`config.mk`:
```
export PLATFORM = sky130hd
export DESIGN_NAME = bemf_zero_cross_detector
export DESIGN_NICKNAME = d
export VERILOG_FILES = /design/src/zcd_pkg.sv /design/src/zcd_filter.sv /design/src/bemf_zero_cross_detector.sv
export SDC_FILE = /design/constraint.sdc
export NUM_CORES = 1
export LEC_CHECK = 0
export ABC_CLOCK_PERIOD_IN_PS = 20000
export BUFFER_PORTS_ARGS = -buffer_cell sky130_fd_sc_hd__buf_2
export CAP_MARGIN = 20
export CORE_MARGIN = 2
export CORE_UTILIZATION = 60
export CTS_BUF_LIST = sky130_fd_sc_hd__clkbuf_8 sky130_fd_sc_hd__clkbuf_16
export CTS_CLUSTER_SIZE = 40
export DETAILED_ROUTE_END_ITERATION = 16
export MAX_ROUTING_LAYER = met4
export PLACE_DENSITY = 0.93
export SLEW_MARGIN = 30
export SYNTH_ARGS = -nofsm -noshare
export SYNTH_HDL_FRONTEND = slang
export SYNTH_SLANG_ARGS = --single-unit
export TNS_END_PERCENT = 5
```
`constraint.sdc`:
```
create_clock -name aclk -period 20 [get_ports aclk]
set_input_delay 4 -clock aclk [delete_from_list [all_inputs] [get_ports aclk]]
set_output_delay 4 -clock aclk [all_outputs]
set_load 0.02 [all_outputs]
```
`src/zcd_pkg.sv`:
```
// ----------------------------------------------------------------------------
// zcd_pkg
// Shared types, constants and helpers for the back-EMF zero-cross detector.
// ----------------------------------------------------------------------------
package zcd_pkg;

    // sample and counter sizing
    localparam int SAMPLE_BITS = 12;
    localparam int COUNT_BITS  = 16;
    localparam int DIFF_W      = SAMPLE_BITS + 1;
    localparam int RUN_W       = 3;
    localparam int BLANK_W     = 4;
    localparam int SECTOR_W    = 3;
    localparam int PHASE_W     = 2;
    localparam int CFG_IDX_W   = 3;
    localparam int CFG_DATA_W  = 12;

    // stream packing
    localparam int S_TDATA_W = 40;
    localparam int S_TUSER_W = 2;
    localparam int M_TDATA_W = 120;

    // reset values of the configuration registers
    localparam logic [SAMPLE_BITS-1:0] DEADBAND_RST  = SAMPLE_BITS'(8);
    localparam logic [RUN_W-1:0]       CONFIRM_RST   = RUN_W'(3);
    localparam logic [BLANK_W-1:0]     BLANK_RST     = BLANK_W'(2);
    localparam logic [SAMPLE_BITS-1:0] SAT_LOW_RST   = SAMPLE_BITS'(50);
    localparam logic [SAMPLE_BITS-1:0] SAT_HIGH_RST  = SAMPLE_BITS'(4045);

    // min/max tracker values while no unblanked scan has been seen
    localparam logic signed [DIFF_W-1:0] DIFF_NONE_LOW  = DIFF_W'((2 ** SAMPLE_BITS) - 1);
    localparam logic signed [DIFF_W-1:0] DIFF_NONE_HIGH = DIFF_W'(-(2 ** (SAMPLE_BITS - 1)));

    localparam logic [SECTOR_W-1:0] SECTOR_LAST = SECTOR_W'(5);

    // item kinds
    typedef enum logic [1:0] {
        OP_SCAN      = 2'd0,
        OP_COMMUTATE = 2'd1,
        OP_CLEAR     = 2'd2
    } op_t;

    // configuration register indexes
    typedef enum logic [CFG_IDX_W-1:0] {
        REG_DEADBAND = 3'd0,
        REG_CONFIRM  = 3'd1,
        REG_BLANK    = 3'd2,
        REG_SAT_LOW  = 3'd3,
        REG_SAT_HIGH = 3'd4
    } reg_idx_t;

    // zero-cross event codes
    typedef enum logic [1:0] {
        EV_NONE = 2'd0,
        EV_RISE = 2'd1,
        EV_FALL = 2'd2
    } zc_event_t;

    // phase codes
    typedef enum logic [PHASE_W-1:0] {
        PH_A = 2'd0,
        PH_B = 2'd1,
        PH_C = 2'd2
    } phase_t;

    typedef struct packed {
        phase_t hi;
        phase_t lo;
        phase_t fl;
    } phases_t;

    // per-filter control from the top level
    typedef struct packed {
        logic rearm;
        logic step;
    } flt_ctrl_t;

    // commutation table: driven-high, forced-low and floating phase
    function automatic phases_t sector_phases(input logic [SECTOR_W-1:0] sector);
        phases_t p;
        case (sector)
            3'd0:    p = '{hi: PH_A, lo: PH_B, fl: PH_C};
            3'd1:    p = '{hi: PH_A, lo: PH_C, fl: PH_B};
            3'd2:    p = '{hi: PH_B, lo: PH_C, fl: PH_A};
            3'd3:    p = '{hi: PH_B, lo: PH_A, fl: PH_C};
            3'd4:    p = '{hi: PH_C, lo: PH_A, fl: PH_B};
            3'd5:    p = '{hi: PH_C, lo: PH_B, fl: PH_A};
            default: p = '{hi: PH_A, lo: PH_B, fl: PH_C};
        endcase
        return p;
    endfunction

    // pick one phase sample
    function automatic logic [SAMPLE_BITS-1:0] phase_sel(
        input phase_t                  ph,
        input logic [SAMPLE_BITS-1:0]  a,
        input logic [SAMPLE_BITS-1:0]  b,
        input logic [SAMPLE_BITS-1:0]  c
    );
        logic [SAMPLE_BITS-1:0] v;
        case (ph)
            PH_A:    v = a;
            PH_B:    v = b;
            default: v = c;
        endcase
        return v;
    endfunction

    // saturating increment
    function automatic logic [COUNT_BITS-1:0] sat_inc(input logic [COUNT_BITS-1:0] c);
        return (&c) ? c : c + COUNT_BITS'(1);
    endfunction

endpackage

```
`src/zcd_filter.sv`:
```
// ----------------------------------------------------------------------------
// zcd_filter
// Deadband and confirm-count filter with an armed direction bit. The armed
// bit flips on every confirmation; the direction sought follows the armed
// bit for the rising filter and its inverse for the falling filter.
// ----------------------------------------------------------------------------
module zcd_filter (
    input  logic                                   aclk,
    input  logic                                   aresetn,
    input  zcd_pkg::flt_ctrl_t                     ctrl_i,
    input  logic                                   up_when_armed_i,
    input  logic [zcd_pkg::SAMPLE_BITS-1:0]        deadband_i,
    input  logic [zcd_pkg::RUN_W-1:0]              need_i,
    input  logic signed [zcd_pkg::DIFF_W-1:0]      diff_i,
    output logic                                   confirm_o,
    output logic                                   armed_o
);
    import zcd_pkg::*;

    logic [RUN_W-1:0]         run_reg, run_next;
    logic                     armed_reg, armed_next;
    logic signed [DIFF_W:0]   d_ext;
    logic signed [DIFF_W:0]   db_pos;
    logic signed [DIFF_W:0]   db_neg;
    logic                     look_up;
    logic                     qualify;
    logic [RUN_W-1:0]         run_inc;

    // qualify the scan against the deadband in the sought direction
    always_comb begin
        d_ext   = {diff_i[DIFF_W-1], diff_i};
        db_pos  = {2'b00, deadband_i};
        db_neg  = -db_pos;
        look_up = (armed_reg == up_when_armed_i);
        qualify = look_up ? (d_ext >= db_pos) : (d_ext <= db_neg);
        if (!qualify) begin
            run_inc = '0;
        end else if (run_reg < need_i) begin
            run_inc = run_reg + RUN_W'(1);
        end else begin
            run_inc = run_reg;
        end
        confirm_o = (run_inc >= need_i);
    end

    // next state
    always_comb begin
        run_next   = run_reg;
        armed_next = armed_reg;
        if (ctrl_i.rearm) begin
            run_next   = '0;
            armed_next = 1'b1;
        end else if (ctrl_i.step) begin
            run_next = confirm_o ? '0 : run_inc;
            if (confirm_o) begin
                armed_next = ~armed_reg;
            end
        end
    end

    always_ff @(posedge aclk) begin
        if (!aresetn) begin
            run_reg   <= '0;
            armed_reg <= 1'b1;
        end else begin
            run_reg   <= run_next;
            armed_reg <= armed_next;
        end
    end

    assign armed_o = armed_reg;

endmodule

```
`src/bemf_zero_cross_detector.sv`:
```
// ----------------------------------------------------------------------------
// bemf_zero_cross_detector
// Six-step sensorless back-EMF zero-cross detector with blanking, saturation
// counts, min/max diff tracking and a one-event-per-sector lock.
//
//   channel   dir  accepted when              carries
//   s_*       in   s_tvalid & s_tready        one scan, commutate or clear
//   m_*       out  m_tvalid & m_tready        one result per input transfer
//   cfg_*     in   cfg_wr_en                  register write, no read-back
//
// One transfer per cycle sustained while m_tready is high; each item's
// result is registered in the cycle after its input transfer. State and the
// result register load at the same edge: the next item sees updated state.
// s_tready is low only while a result waits and m_tready is low.
// aresetn is synchronous; all state but m_tdata returns to its reset values.
// ----------------------------------------------------------------------------
module bemf_zero_cross_detector (
    input  logic                                  aclk,
    input  logic                                  aresetn,
    // configuration
    input  logic                                  cfg_wr_en,
    input  logic [zcd_pkg::CFG_IDX_W-1:0]         cfg_index,
    input  logic [zcd_pkg::CFG_DATA_W-1:0]        cfg_wr_data,
    // input stream
    input  logic                                  s_tvalid,
    output logic                                  s_tready,
    // adc_a[11:0], adc_b[23:12], adc_c[35:24], sense_enable[36], zero pad
    input  logic [zcd_pkg::S_TDATA_W-1:0]         s_tdata,
    // op[1:0]
    input  logic [zcd_pkg::S_TUSER_W-1:0]         s_tuser,
    // result stream
    output logic                                  m_tvalid,
    input  logic                                  m_tready,
    // zc_event[1:0], sector[4:2], high_phase[6:5], low_phase[8:7],
    // float_phase[10:9], diff[23:11], diff_low[36:24], diff_high[49:37],
    // rising_total[65:50], falling_total[81:66], sat_low_total[97:82],
    // sat_high_total[113:98], zero pad
    output logic [zcd_pkg::M_TDATA_W-1:0]         m_tdata
);
    import zcd_pkg::*;

    // configuration registers
    logic [SAMPLE_BITS-1:0]     deadband_reg;
    logic [RUN_W-1:0]           confirm_reg;
    logic [BLANK_W-1:0]         blank_scans_reg;
    logic [SAMPLE_BITS-1:0]     sat_low_reg;
    logic [SAMPLE_BITS-1:0]     sat_high_reg;

    // detector state
    logic [SECTOR_W-1:0]        sector_reg, sector_next;
    logic [BLANK_W-1:0]         blank_left_reg, blank_left_next;
    logic                       lock_reg, lock_next;
    logic signed [DIFF_W-1:0]   diff_reg, diff_next;
    logic signed [DIFF_W-1:0]   diff_low_reg, diff_low_next;
    logic signed [DIFF_W-1:0]   diff_high_reg, diff_high_next;
    logic [COUNT_BITS-1:0]      rising_reg, rising_next;
    logic [COUNT_BITS-1:0]      falling_reg, falling_next;
    logic [COUNT_BITS-1:0]      sat_low_cnt_reg, sat_low_cnt_next;
    logic [COUNT_BITS-1:0]      sat_high_cnt_reg, sat_high_cnt_next;

    // result register
    logic                       m_tvalid_reg;
    logic [M_TDATA_W-1:0]       m_tdata_reg, m_tdata_next;

    // datapath
    logic                       accept;
    op_t                        op;
    logic [SAMPLE_BITS-1:0]     adc_a, adc_b, adc_c;
    logic                       sense_enable;
    phases_t                    cur_ph, new_ph;
    logic [SAMPLE_BITS-1:0]     fl_smp, hi_smp;
    logic signed [DIFF_W-1:0]   d;
    logic                       is_scan, unblanked, filt_go;
    logic [RUN_W-1:0]           need;
    flt_ctrl_t                  rise_ctrl, fall_ctrl;
    logic                       rise_confirm, rise_armed;
    logic                       fall_confirm, fall_armed;
    logic                       rise_ev, fall_ev;
    zc_event_t                  ev;

    // handshake
    assign s_tready = ~m_tvalid_reg | m_tready;
    assign accept   = s_tvalid & s_tready;
    assign m_tvalid = m_tvalid_reg;
    assign m_tdata  = m_tdata_reg;

    // unpack the input transfer
    assign op           = op_t'(s_tuser);
    assign adc_a        = s_tdata[11:0];
    assign adc_b        = s_tdata[23:12];
    assign adc_c        = s_tdata[35:24];
    assign sense_enable = s_tdata[36];

    // floating minus half the high-side sample
    always_comb begin
        cur_ph = sector_phases(sector_reg);
        fl_smp = phase_sel(cur_ph.fl, adc_a, adc_b, adc_c);
        hi_smp = phase_sel(cur_ph.hi, adc_a, adc_b, adc_c);
        d      = signed'({1'b0, fl_smp}) - signed'({2'b00, hi_smp[SAMPLE_BITS-1:1]});
    end

    // scan qualification and filter control
    always_comb begin
        is_scan   = (op == OP_SCAN) && sense_enable;
        unblanked = is_scan && (blank_left_reg == '0);
        filt_go   = unblanked && !lock_reg;
        need      = (confirm_reg == '0) ? RUN_W'(1) : confirm_reg;

        rise_ctrl.rearm = accept && (op == OP_COMMUTATE);
        rise_ctrl.step  = accept && filt_go;
        rise_ev         = filt_go && rise_confirm && rise_armed;

        fall_ctrl.rearm = rise_ctrl.rearm;
        fall_ctrl.step  = accept && filt_go && !rise_ev;
        fall_ev         = filt_go && !rise_ev && fall_confirm && fall_armed;
    end

    zcd_filter u_rise_filter (
        .aclk            (aclk),
        .aresetn         (aresetn),
        .ctrl_i          (rise_ctrl),
        .up_when_armed_i (1'b1),
        .deadband_i      (deadband_reg),
        .need_i          (need),
        .diff_i          (d),
        .confirm_o       (rise_confirm),
        .armed_o         (rise_armed)
    );

    zcd_filter u_fall_filter (
        .aclk            (aclk),
        .aresetn         (aresetn),
        .ctrl_i          (fall_ctrl),
        .up_when_armed_i (1'b0),
        .deadband_i      (deadband_reg),
        .need_i          (need),
        .diff_i          (d),
        .confirm_o       (fall_confirm),
        .armed_o         (fall_armed)
    );

    // next state per item kind
    always_comb begin
        sector_next       = sector_reg;
        blank_left_next   = blank_left_reg;
        lock_next         = lock_reg;
        diff_next         = diff_reg;
        diff_low_next     = diff_low_reg;
        diff_high_next    = diff_high_reg;
        rising_next       = rising_reg;
        falling_next      = falling_reg;
        sat_low_cnt_next  = sat_low_cnt_reg;
        sat_high_cnt_next = sat_high_cnt_reg;
        ev                = EV_NONE;
        case (op)
            OP_COMMUTATE: begin
                sector_next     = (sector_reg == SECTOR_LAST) ? '0
                                                              : sector_reg + SECTOR_W'(1);
                lock_next       = 1'b0;
                blank_left_next = blank_scans_reg;
            end
            OP_CLEAR: begin
                diff_low_next     = DIFF_NONE_LOW;
                diff_high_next    = DIFF_NONE_HIGH;
                rising_next       = '0;
                falling_next      = '0;
                sat_low_cnt_next  = '0;
                sat_high_cnt_next = '0;
            end
            OP_SCAN: begin
                if (is_scan) begin
                    diff_next = d;
                    if (!unblanked) begin
                        blank_left_next = blank_left_reg - BLANK_W'(1);
                    end else begin
                        if (fl_smp <= sat_low_reg) begin
                            sat_low_cnt_next = sat_inc(sat_low_cnt_reg);
                        end
                        if (fl_smp >= sat_high_reg) begin
                            sat_high_cnt_next = sat_inc(sat_high_cnt_reg);
                        end
                        if (d < diff_low_reg) begin
                            diff_low_next = d;
                        end
                        if (d > diff_high_reg) begin
                            diff_high_next = d;
                        end
                        if (rise_ev) begin
                            lock_next   = 1'b1;
                            rising_next = sat_inc(rising_reg);
                            ev          = EV_RISE;
                        end else if (fall_ev) begin
                            lock_next    = 1'b1;
                            falling_next = sat_inc(falling_reg);
                            ev           = EV_FALL;
                        end
                    end
                end
            end
            default: begin
            end
        endcase
    end

    // pack the result from the post-item state
    always_comb begin
        new_ph       = sector_phases(sector_next);
        m_tdata_next = {
            6'b0,
            sat_high_cnt_next,
            sat_low_cnt_next,
            falling_next,
            rising_next,
            diff_high_next,
            diff_low_next,
            diff_next,
            new_ph.fl,
            new_ph.lo,
            new_ph.hi,
            sector_next,
            ev
        };
    end

    // configuration writes
    always_ff @(posedge aclk) begin
        if (!aresetn) begin
            deadband_reg    <= DEADBAND_RST;
            confirm_reg     <= CONFIRM_RST;
            blank_scans_reg <= BLANK_RST;
            sat_low_reg     <= SAT_LOW_RST;
            sat_high_reg    <= SAT_HIGH_RST;
        end else if (cfg_wr_en) begin
            case (cfg_index)
                REG_DEADBAND: deadband_reg    <= cfg_wr_data[SAMPLE_BITS-1:0];
                REG_CONFIRM:  confirm_reg     <= cfg_wr_data[RUN_W-1:0];
                REG_BLANK:    blank_scans_reg <= cfg_wr_data[BLANK_W-1:0];
                REG_SAT_LOW:  sat_low_reg     <= cfg_wr_data[SAMPLE_BITS-1:0];
                REG_SAT_HIGH: sat_high_reg    <= cfg_wr_data[SAMPLE_BITS-1:0];
                default: begin
                end
            endcase
        end
    end

    // detector state update on each input transfer
    always_ff @(posedge aclk) begin
        if (!aresetn) begin
            sector_reg       <= '0;
            blank_left_reg   <= BLANK_RST;
            lock_reg         <= 1'b0;
            diff_reg         <= '0;
            diff_low_reg     <= DIFF_NONE_LOW;
            diff_high_reg    <= DIFF_NONE_HIGH;
            rising_reg       <= '0;
            falling_reg      <= '0;
            sat_low_cnt_reg  <= '0;
            sat_high_cnt_reg <= '0;
        end else if (accept) begin
            sector_reg       <= sector_next;
            blank_left_reg   <= blank_left_next;
            lock_reg         <= lock_next;
            diff_reg         <= diff_next;
            diff_low_reg     <= diff_low_next;
            diff_high_reg    <= diff_high_next;
            rising_reg       <= rising_next;
            falling_reg      <= falling_next;
            sat_low_cnt_reg  <= sat_low_cnt_next;
            sat_high_cnt_reg <= sat_high_cnt_next;
        end
    end

    // result register
    always_ff @(posedge aclk) begin
        if (!aresetn) begin
            m_tvalid_reg <= 1'b0;
        end else if (s_tready) begin
            m_tvalid_reg <= s_tvalid;
        end
    end

    always_ff @(posedge aclk) begin
        if (accept) begin
            m_tdata_reg <= m_tdata_next;
        end
    end

endmodule
```
Yosys cells after proc, flatten, opt, wreduce, memory -nomap -nowiden
Cells that the tools add are included.
{"block": "op_classes", "add_sub_neg": 10, "n_eq_ne": 22, "n_reduce_logical": 36, "magnitude_cmp": 10, "bitwise": 9, "muxes": 56}
{"cell": "2-to-1 mux 16 bit", "count": 17}
{"cell": "case mux 16 bit (2 select lines)", "count": 4}
{"cell": "2-to-1 mux 13 bit", "count": 8}
{"cell": "adder 16 x 1 -> 16 bit (second input constant)", "count": 4}
{"cell": "AND reduction 16 bit", "count": 4}
{"cell": "case mux 6 bit (5 select lines)", "count": 2}
{"cell": "case mux 13 bit (2 select lines)", "count": 2}
{"cell": "case mux 12 bit (2 select lines)", "count": 2}
{"cell": "2-to-1 mux 3 bit", "count": 9}
{"cell": "== test 3 x 2 -> 1 bit (second input constant)", "count": 6}
{"cell": "== test 3 bit (second input constant)", "count": 5}
{"cell": "<= comparator 13 x 14 -> 1 bit", "count": 1}
{"cell": "negator 12 -> 14 bit", "count": 1}
{"cell": "AND reduction 2 bit", "count": 7}
{"cell": ">= comparator 13 bit", "count": 1}
{"cell": "> comparator 13 bit", "count": 1}
{"cell": "< comparator 13 bit", "count": 1}
{"cell": "subtractor 12 x 11 -> 13 bit", "count": 1}
{"cell": ">= comparator 12 bit", "count": 1}
{"cell": "<= comparator 12 bit", "count": 1}
{"cell": "logical AND 1 bit", "count": 11}
{"cell": "adder 3 x 1 -> 3 bit (second input constant)", "count": 3}
{"cell": "== test 3 x 1 -> 1 bit (second input constant)", "count": 3}
{"cell": "2-to-1 mux 4 bit", "count": 2}
{"cell": "other kinds (24)", "count": 46}
{"block": "totals", "output_inout_bits": 122, "regBits": 277, "in_bits": 62, "wordCells": 166}

Longest topological paths before layout
{"block": "logic_depth", "ltp_word": 20, "mapped_depth": 41, "ltp_nobuf": 38}

By module
From an unflattened synthesis, not the netlist that was laid out.
{"block": "hier_totals", "cells_unflattened": 1822, "hier_area_um2": 16299.4}
{"module": "bemf_zero_cross_detector", "seq_area_each_um2": 6526.3, "area_per_inst_um2": 13908.3, "cells_each": 1518, "n_inst": 1}
{"module": "zcd_filter (u_fall_filter)", "seq_area_each_um2": 80.1, "area_per_inst_um2": 1198.6, "cells_each": 156, "n_inst": 1}
{"module": "zcd_filter (u_rise_filter)", "seq_area_each_um2": 80.1, "area_per_inst_um2": 1192.4, "cells_each": 148, "n_inst": 1}

Worst setup path after synthesis
OpenSTA, ideal clock, no wires.
{"block": "synth_timing", "kind": "input-to-reg", "from": "input s_tdata[0] in the netlist's numbering", "to": "register falling_reg[5]", "cell_stages": 32, "required_ps": 19930, "t_arrival_ps": 9906, "setup_time_ps": 70, "slack_ps": 10023, "n_path_buf": 1, "cell_sequence": "o21ai_0 -> a21oi_1 -> a21oi_1 -> ha_1 -> inv_1 -> fa_1 -> a21oi_1 -> nor2b_1 -> o21ai_0 -> o21ai_1 -> xnor2_1 -> ha_1 -> a211oi_1 -> o21ai_0 -> a21o_1 -> a31oi_1 -> o2111ai_1 -> maj3_1 -> a22oi_2 -> nand2b_1 -> ha_1 -> nand2b_1 -> a21o_1 -> a21oi_1 -> o2111a_1 -> a21boi_1 -> clkbuf_1 -> nand4_1 -> xor2_1 -> nor2_1 -> nand2_1 -> a21oi_1"}
{"block": "synth_via", "elab_chain_len": 17, "elab_cells_between_ends": 21, "cone_classes": "1 x add/sub; 4 x order compare; 10 x mux; 6 x reduce/logical"}
{"item": "from (decl)", "line_no": "bemf_zero_cross_detector.sv:28", "text": "input logic [zcd_pkg::S_TDATA_W-1:0] s_tdata,"}
{"item": "case mux 12 bit (2 select lines) *", "line_no": "zcd_pkg.sv:101", "text": "case (ph)"}
{"item": "subtractor 12 x 11 -> 13 bit *", "line_no": "bemf_zero_cross_detector.sv:99", "text": "d = signed'({1'b0, fl_smp}) - signed'({2'b00, hi_smp[SAMPLE_BITS-1:1]});"}
{"item": "<= comparator 13 x 14 -> 1 bit or >= comparator 13 bit (tied branches)", "line_no": "zcd_filter.sv:35", "text": "qualify = look_up ? (d_ext >= db_pos) : (d_ext <= db_neg);"}
{"item": "2-to-1 mux 1 bit", "line_no": "zcd_filter.sv:35"}
{"item": "2-to-1 mux 3 bit", "line_no": "zcd_filter.sv:36", "text": "if (!qualify) begin"}
{"item": ">= comparator 3 bit", "line_no": "zcd_filter.sv:43", "text": "confirm_o = (run_inc >= need_i);"}
{"item": "logical AND 1 bit (2 in a row)", "line_no": "bemf_zero_cross_detector.sv:111", "text": "rise_ev = filt_go && rise_confirm && rise_armed;"}
{"item": "zero test 1 bit", "line_no": "bemf_zero_cross_detector.sv:115", "text": "fall_ev = filt_go && !rise_ev && fall_confirm && fall_armed;"}
{"item": "logical AND 1 bit (3 in a row)", "line_no": "bemf_zero_cross_detector.sv:115"}
{"item": "2-to-1 mux 16 bit", "line_no": "bemf_zero_cross_detector.sv:192", "text": "end else if (fall_ev) begin"}
{"item": "2-to-1 mux 16 bit *", "line_no": "bemf_zero_cross_detector.sv:188", "text": "if (rise_ev) begin"}
{"item": "2-to-1 mux 16 bit *", "line_no": "bemf_zero_cross_detector.sv:173", "text": "if (!unblanked) begin"}
{"item": "2-to-1 mux 16 bit *", "line_no": "bemf_zero_cross_detector.sv:171", "text": "if (is_scan) begin"}
{"item": "case mux 16 bit (2 select lines) *", "line_no": "bemf_zero_cross_detector.sv:155", "text": "case (op)"}
{"item": "net falling_next[5]", "line_no": "bemf_zero_cross_detector.sv:57", "text": "logic [COUNT_BITS-1:0] falling_reg, falling_next;"}
{"item": "to (signal assigned)", "line_no": "bemf_zero_cross_detector.sv:267", "text": "falling_reg <= falling_next;"}
{"item": "to (decl)", "line_no": "bemf_zero_cross_detector.sv:57"}
Mark *: on every way through the listed nets, which the timed path passes. The rest lies on a longest branch.
A chain may end at the register's enable or synchronous reset.

Worst setup path in the final report
{"block": "layout_timing", "from": "input s_tdata[13] in the netlist's numbering", "to": "register falling_reg[8]"}
{"block": "layout_via", "elab_chain_len": 17, "elab_cells_between_ends": 22, "cone_classes": "1 x add/sub; 4 x order compare; 11 x mux; 6 x reduce/logical"}
{"item": "case mux 12 bit (2 select lines)", "line_no": "zcd_pkg.sv:101"}
{"item": "subtractor 12 x 11 -> 13 bit *", "line_no": "bemf_zero_cross_detector.sv:99"}
{"item": "<= comparator 13 x 14 -> 1 bit or >= comparator 13 bit (tied branches)", "line_no": "zcd_filter.sv:35"}
{"item": "2-to-1 mux 1 bit", "line_no": "zcd_filter.sv:35"}
{"item": "2-to-1 mux 3 bit", "line_no": "zcd_filter.sv:36"}
{"item": ">= comparator 3 bit", "line_no": "zcd_filter.sv:43"}
{"item": "logical AND 1 bit (2 in a row)", "line_no": "bemf_zero_cross_detector.sv:111"}
{"item": "zero test 1 bit", "line_no": "bemf_zero_cross_detector.sv:115"}
{"item": "logical AND 1 bit (3 in a row)", "line_no": "bemf_zero_cross_detector.sv:115"}
{"item": "2-to-1 mux 16 bit", "line_no": "bemf_zero_cross_detector.sv:192"}
{"item": "2-to-1 mux 16 bit *", "line_no": "bemf_zero_cross_detector.sv:188"}
{"item": "2-to-1 mux 16 bit *", "line_no": "bemf_zero_cross_detector.sv:173"}
{"item": "2-to-1 mux 16 bit *", "line_no": "bemf_zero_cross_detector.sv:171"}
{"item": "case mux 16 bit (2 select lines) *", "line_no": "bemf_zero_cross_detector.sv:155"}
{"item": "net falling_next[8]", "line_no": "bemf_zero_cross_detector.sv:57"}
Marks and branches as above.

==> metrics.cfg <==
[worst_setup_path]
timing.rr.end=falling_reg[8]
critPathRequiredTime_ns=20.39
critPathKind=primary input to flop
crit_buf_inv=1
startpoint_type=primary input
rr_worst_depth=32
path_delay_family=compound AO/OA/AOI/OAI gates
arrival_ns=12.03
crit_end=falling_reg[8]
worstReg2RegStart=sector_reg[1]
rrSetupSlack_ns=9.62
worstSetupStartpoint=s_tdata[13]
endpoint_kind=flop
cp_max_fo=13
cp_num_cells=30
cpPeakStageDelay_ns=0.79
slowest_stage=a21boi_1

[sta]
timing.fmax_mhz=85.9
fin_crit_ns=11.64
worstMarginPinSlew_ns=0.988
setup-violations-final=0
slew_viol_final=0
setup_tns_ns=0
period_share_pct=58.2
hold_viol=0
setup_ws_ns=8.36
relSlewSlack_pct=33.9
fin_worst_skew_ns=0.0166
grt_setup_unrepaired=false

[logic_synthesis]
synth_edf_count=114
synth_top_area_share_pct=22.2
syn_area_um2=15500
synth_area_leaders=edfxtp_1, dfxtp_1, ha_1
ys_warn_count=0
synthTopCellsByCount=nand2_1, dfxtp_1, nor2_1, a21oi_1, edfxtp_1
synthCells=1741
synth_seq_area_share_pct=43.3
synth-async-reset-ratio_pct=0
synth_top_cell_by_area=edfxtp_1
synth_most_common_cell=nand2_1
synthFlopType=dfxtp_1
ys_seq_elements=277
avgSynthCellArea_um2=8.88
synth.distinct_cells=90

[die]
initial_core_util_pct=61.2
num_io_pins=184
fp.dieH_um=164
die_x_um=164
dieArea_um2=27100
core_um2=25300
rows=58

[clock_network]
cts_buffer_depth=3
cts_tree=built
h-tree-depth=1
clk_latency_ns=0.54
cts_buffers=29
clockRootBuffer=clkbuf_16
ctsResizeCount=0
cts.sink_count=277
post-cts-setup-buffers=0
cts_hold_buf=0
clk_pin_slew_ns=0.07

[global_route]
grtUsageTotal_pct=31.2
grt_pass1_wl_um=66000
grt_max_degree=128
use_met2_pct=51.0
overflow=0
busiest_layer=met2
met3_usage_pct=4.12
grt_pass1_vias=13186
use_met1_pct=38.7
antenna_found_initial=1

[pwr]
switching_share_pct=28.9
power_w=0.00159
intPower_w=0.00113
power_leakage_nw=6.99
vdd_drop_max_mv=0.0678
clkPwrFrac_pct=40.1
pwr-share-seq_pct=38.6
p_comb_share_pct=21.3
p_sw_w=0.000460
power.density_nw_per_um2=90.1

[drt]
via_count=14075
drt_first_pass_iters=9
viasPerCell=6.30
drt-total-wl_um=41600
drtAntennaViolNets=0
drt_iter0_drc=1559
drc=0
drt-wirelength-per-cell_um=18.6

[final_layout]
fillCellCount=1827
drive_above_1_share_pct=15.3
utilization_pct=70.0
syn_to_final_growth_pct=14.4
multi_input_area_um2=8110
nets=2042
postLayoutCellArea_um2=17700
regArea_um2=6690
largest_reg_flops=114

[placed_design]
io_buffers=174
place_area_um2=16500
hpwl_um=28200
gp_congestion=0.940
pre_cts_ws_ns=8.03

[worst_hold_path]
worstHoldPathType=flop to flop

[job]
cap_viol_max_count=0

[status]
outcome=complete, no violations

layer usage:
metal  wire length (µm)  up-vias  share of wire, %
met5                  0        -                 0
met4               1860        0               4.5
met3               3750      177               9.0
met2              20000      789                48
met1              16000     6605                39
li1                   -     6504                 -
logic make-up after synthesis:
logic type,count (synthesis),synth area share [%]
AOI/OAI and AO/OA,425,17.9
buffers and inverters,174,4.53
xor gates and xnor gates,78,4.52
and+or+nand+nor,657,19.7
adders and majority gates,101,8.21
DFF,277,43.3
muxes,28,1.92
other,1,0.0243
metrics by stage:
step / hold WS [ns] / std cells
after floorplan: 0.433 / 1746
after global placement: 0.437 / 2179
after detailed placement: 0.446 / 2179
after CTS: 0.456 / 2232
after global routing: 0.477 / 2233
final: 0.456 / 2234
worst min-delay path, cell delays in order, from the launching register on:
cell	delay [ns]
dfxtp_1	0.31
nand2_1	0.05
a21oi_1	0.05
power by group through the flow:
stage / Sequential, W / Combinational [W] / Clock [W]
2_1_floorplan: 0.000642 / 0.000207 / 0
3_3_place_gp: 0.000625 / 0.000311 / 0
3_5_place_dp: 0.000626 / 0.000326 / 0
4_1_cts: 0.000614 / 0.000332 / 0.000643
5_1_grt: 0.000615 / 0.000370 / 0.000667
6_report: 0.000614 / 0.000339 / 0.000639
final cells by class:
type	count	share of cell area [%]
multi-input cells	1295	45.9
well taps	330	2.33
clock buffers	29	4.10
repair buffers	190	5.60
inverters	87	1.90
clock inverters	24	2.35
diodes	2	0.0283
flip-flops and latches	277	37.8
worst min-delay path by stage:
stage	start	to	slack, ns	depth (start not counted)
finish	diff_reg[6]	diff_reg[6]	0.46	2
global route	diff_reg[6]	diff_reg[6]	0.48	2
CTS	sat_low_reg[9]	sat_low_reg[9]	0.46	2
detailed placement	sat_low_reg[3]	sat_low_reg[3]	0.45	2
global placement	diff_reg[7]	diff_reg[7]	0.44	2
floorplan	diff_reg[10]	diff_reg[10]	0.43	2
cells in the final DEF, fill, tap and decap left out, types with 17 or more instances in the layout:
| master | synthesis | final |
|---|---|---|
| nand3_1 | 55 | 55 |
| nand2_1 | 253 | 251 |
| o21ai_0 | 69 | 69 |
| nand2b_1 | 20 | 20 |
| xor2_1 | 38 | 38 |
| o211ai_1 | 25 | 25 |
| a31oi_1 | 18 | 18 |
| nor3_1 | 35 | 35 |
| and3_1 | 24 | 24 |
| a21oi_1 | 148 | 148 |
| xnor2_1 | 38 | 38 |
| buf_2 | 4 | 174 |
| or3_1 | 21 | 21 |
| dfxtp_1 | 163 | 163 |
| inv_1 | 86 | 85 |
| nor2_1 | 159 | 158 |
| nand4_1 | 25 | 25 |
| a21o_1 | 17 | 17 |
| clkbuf_16 | 0 | 29 |
| edfxtp_1 | 114 | 114 |
| ha_1 | 99 | 99 |
(Power assumes the default switching activity.)
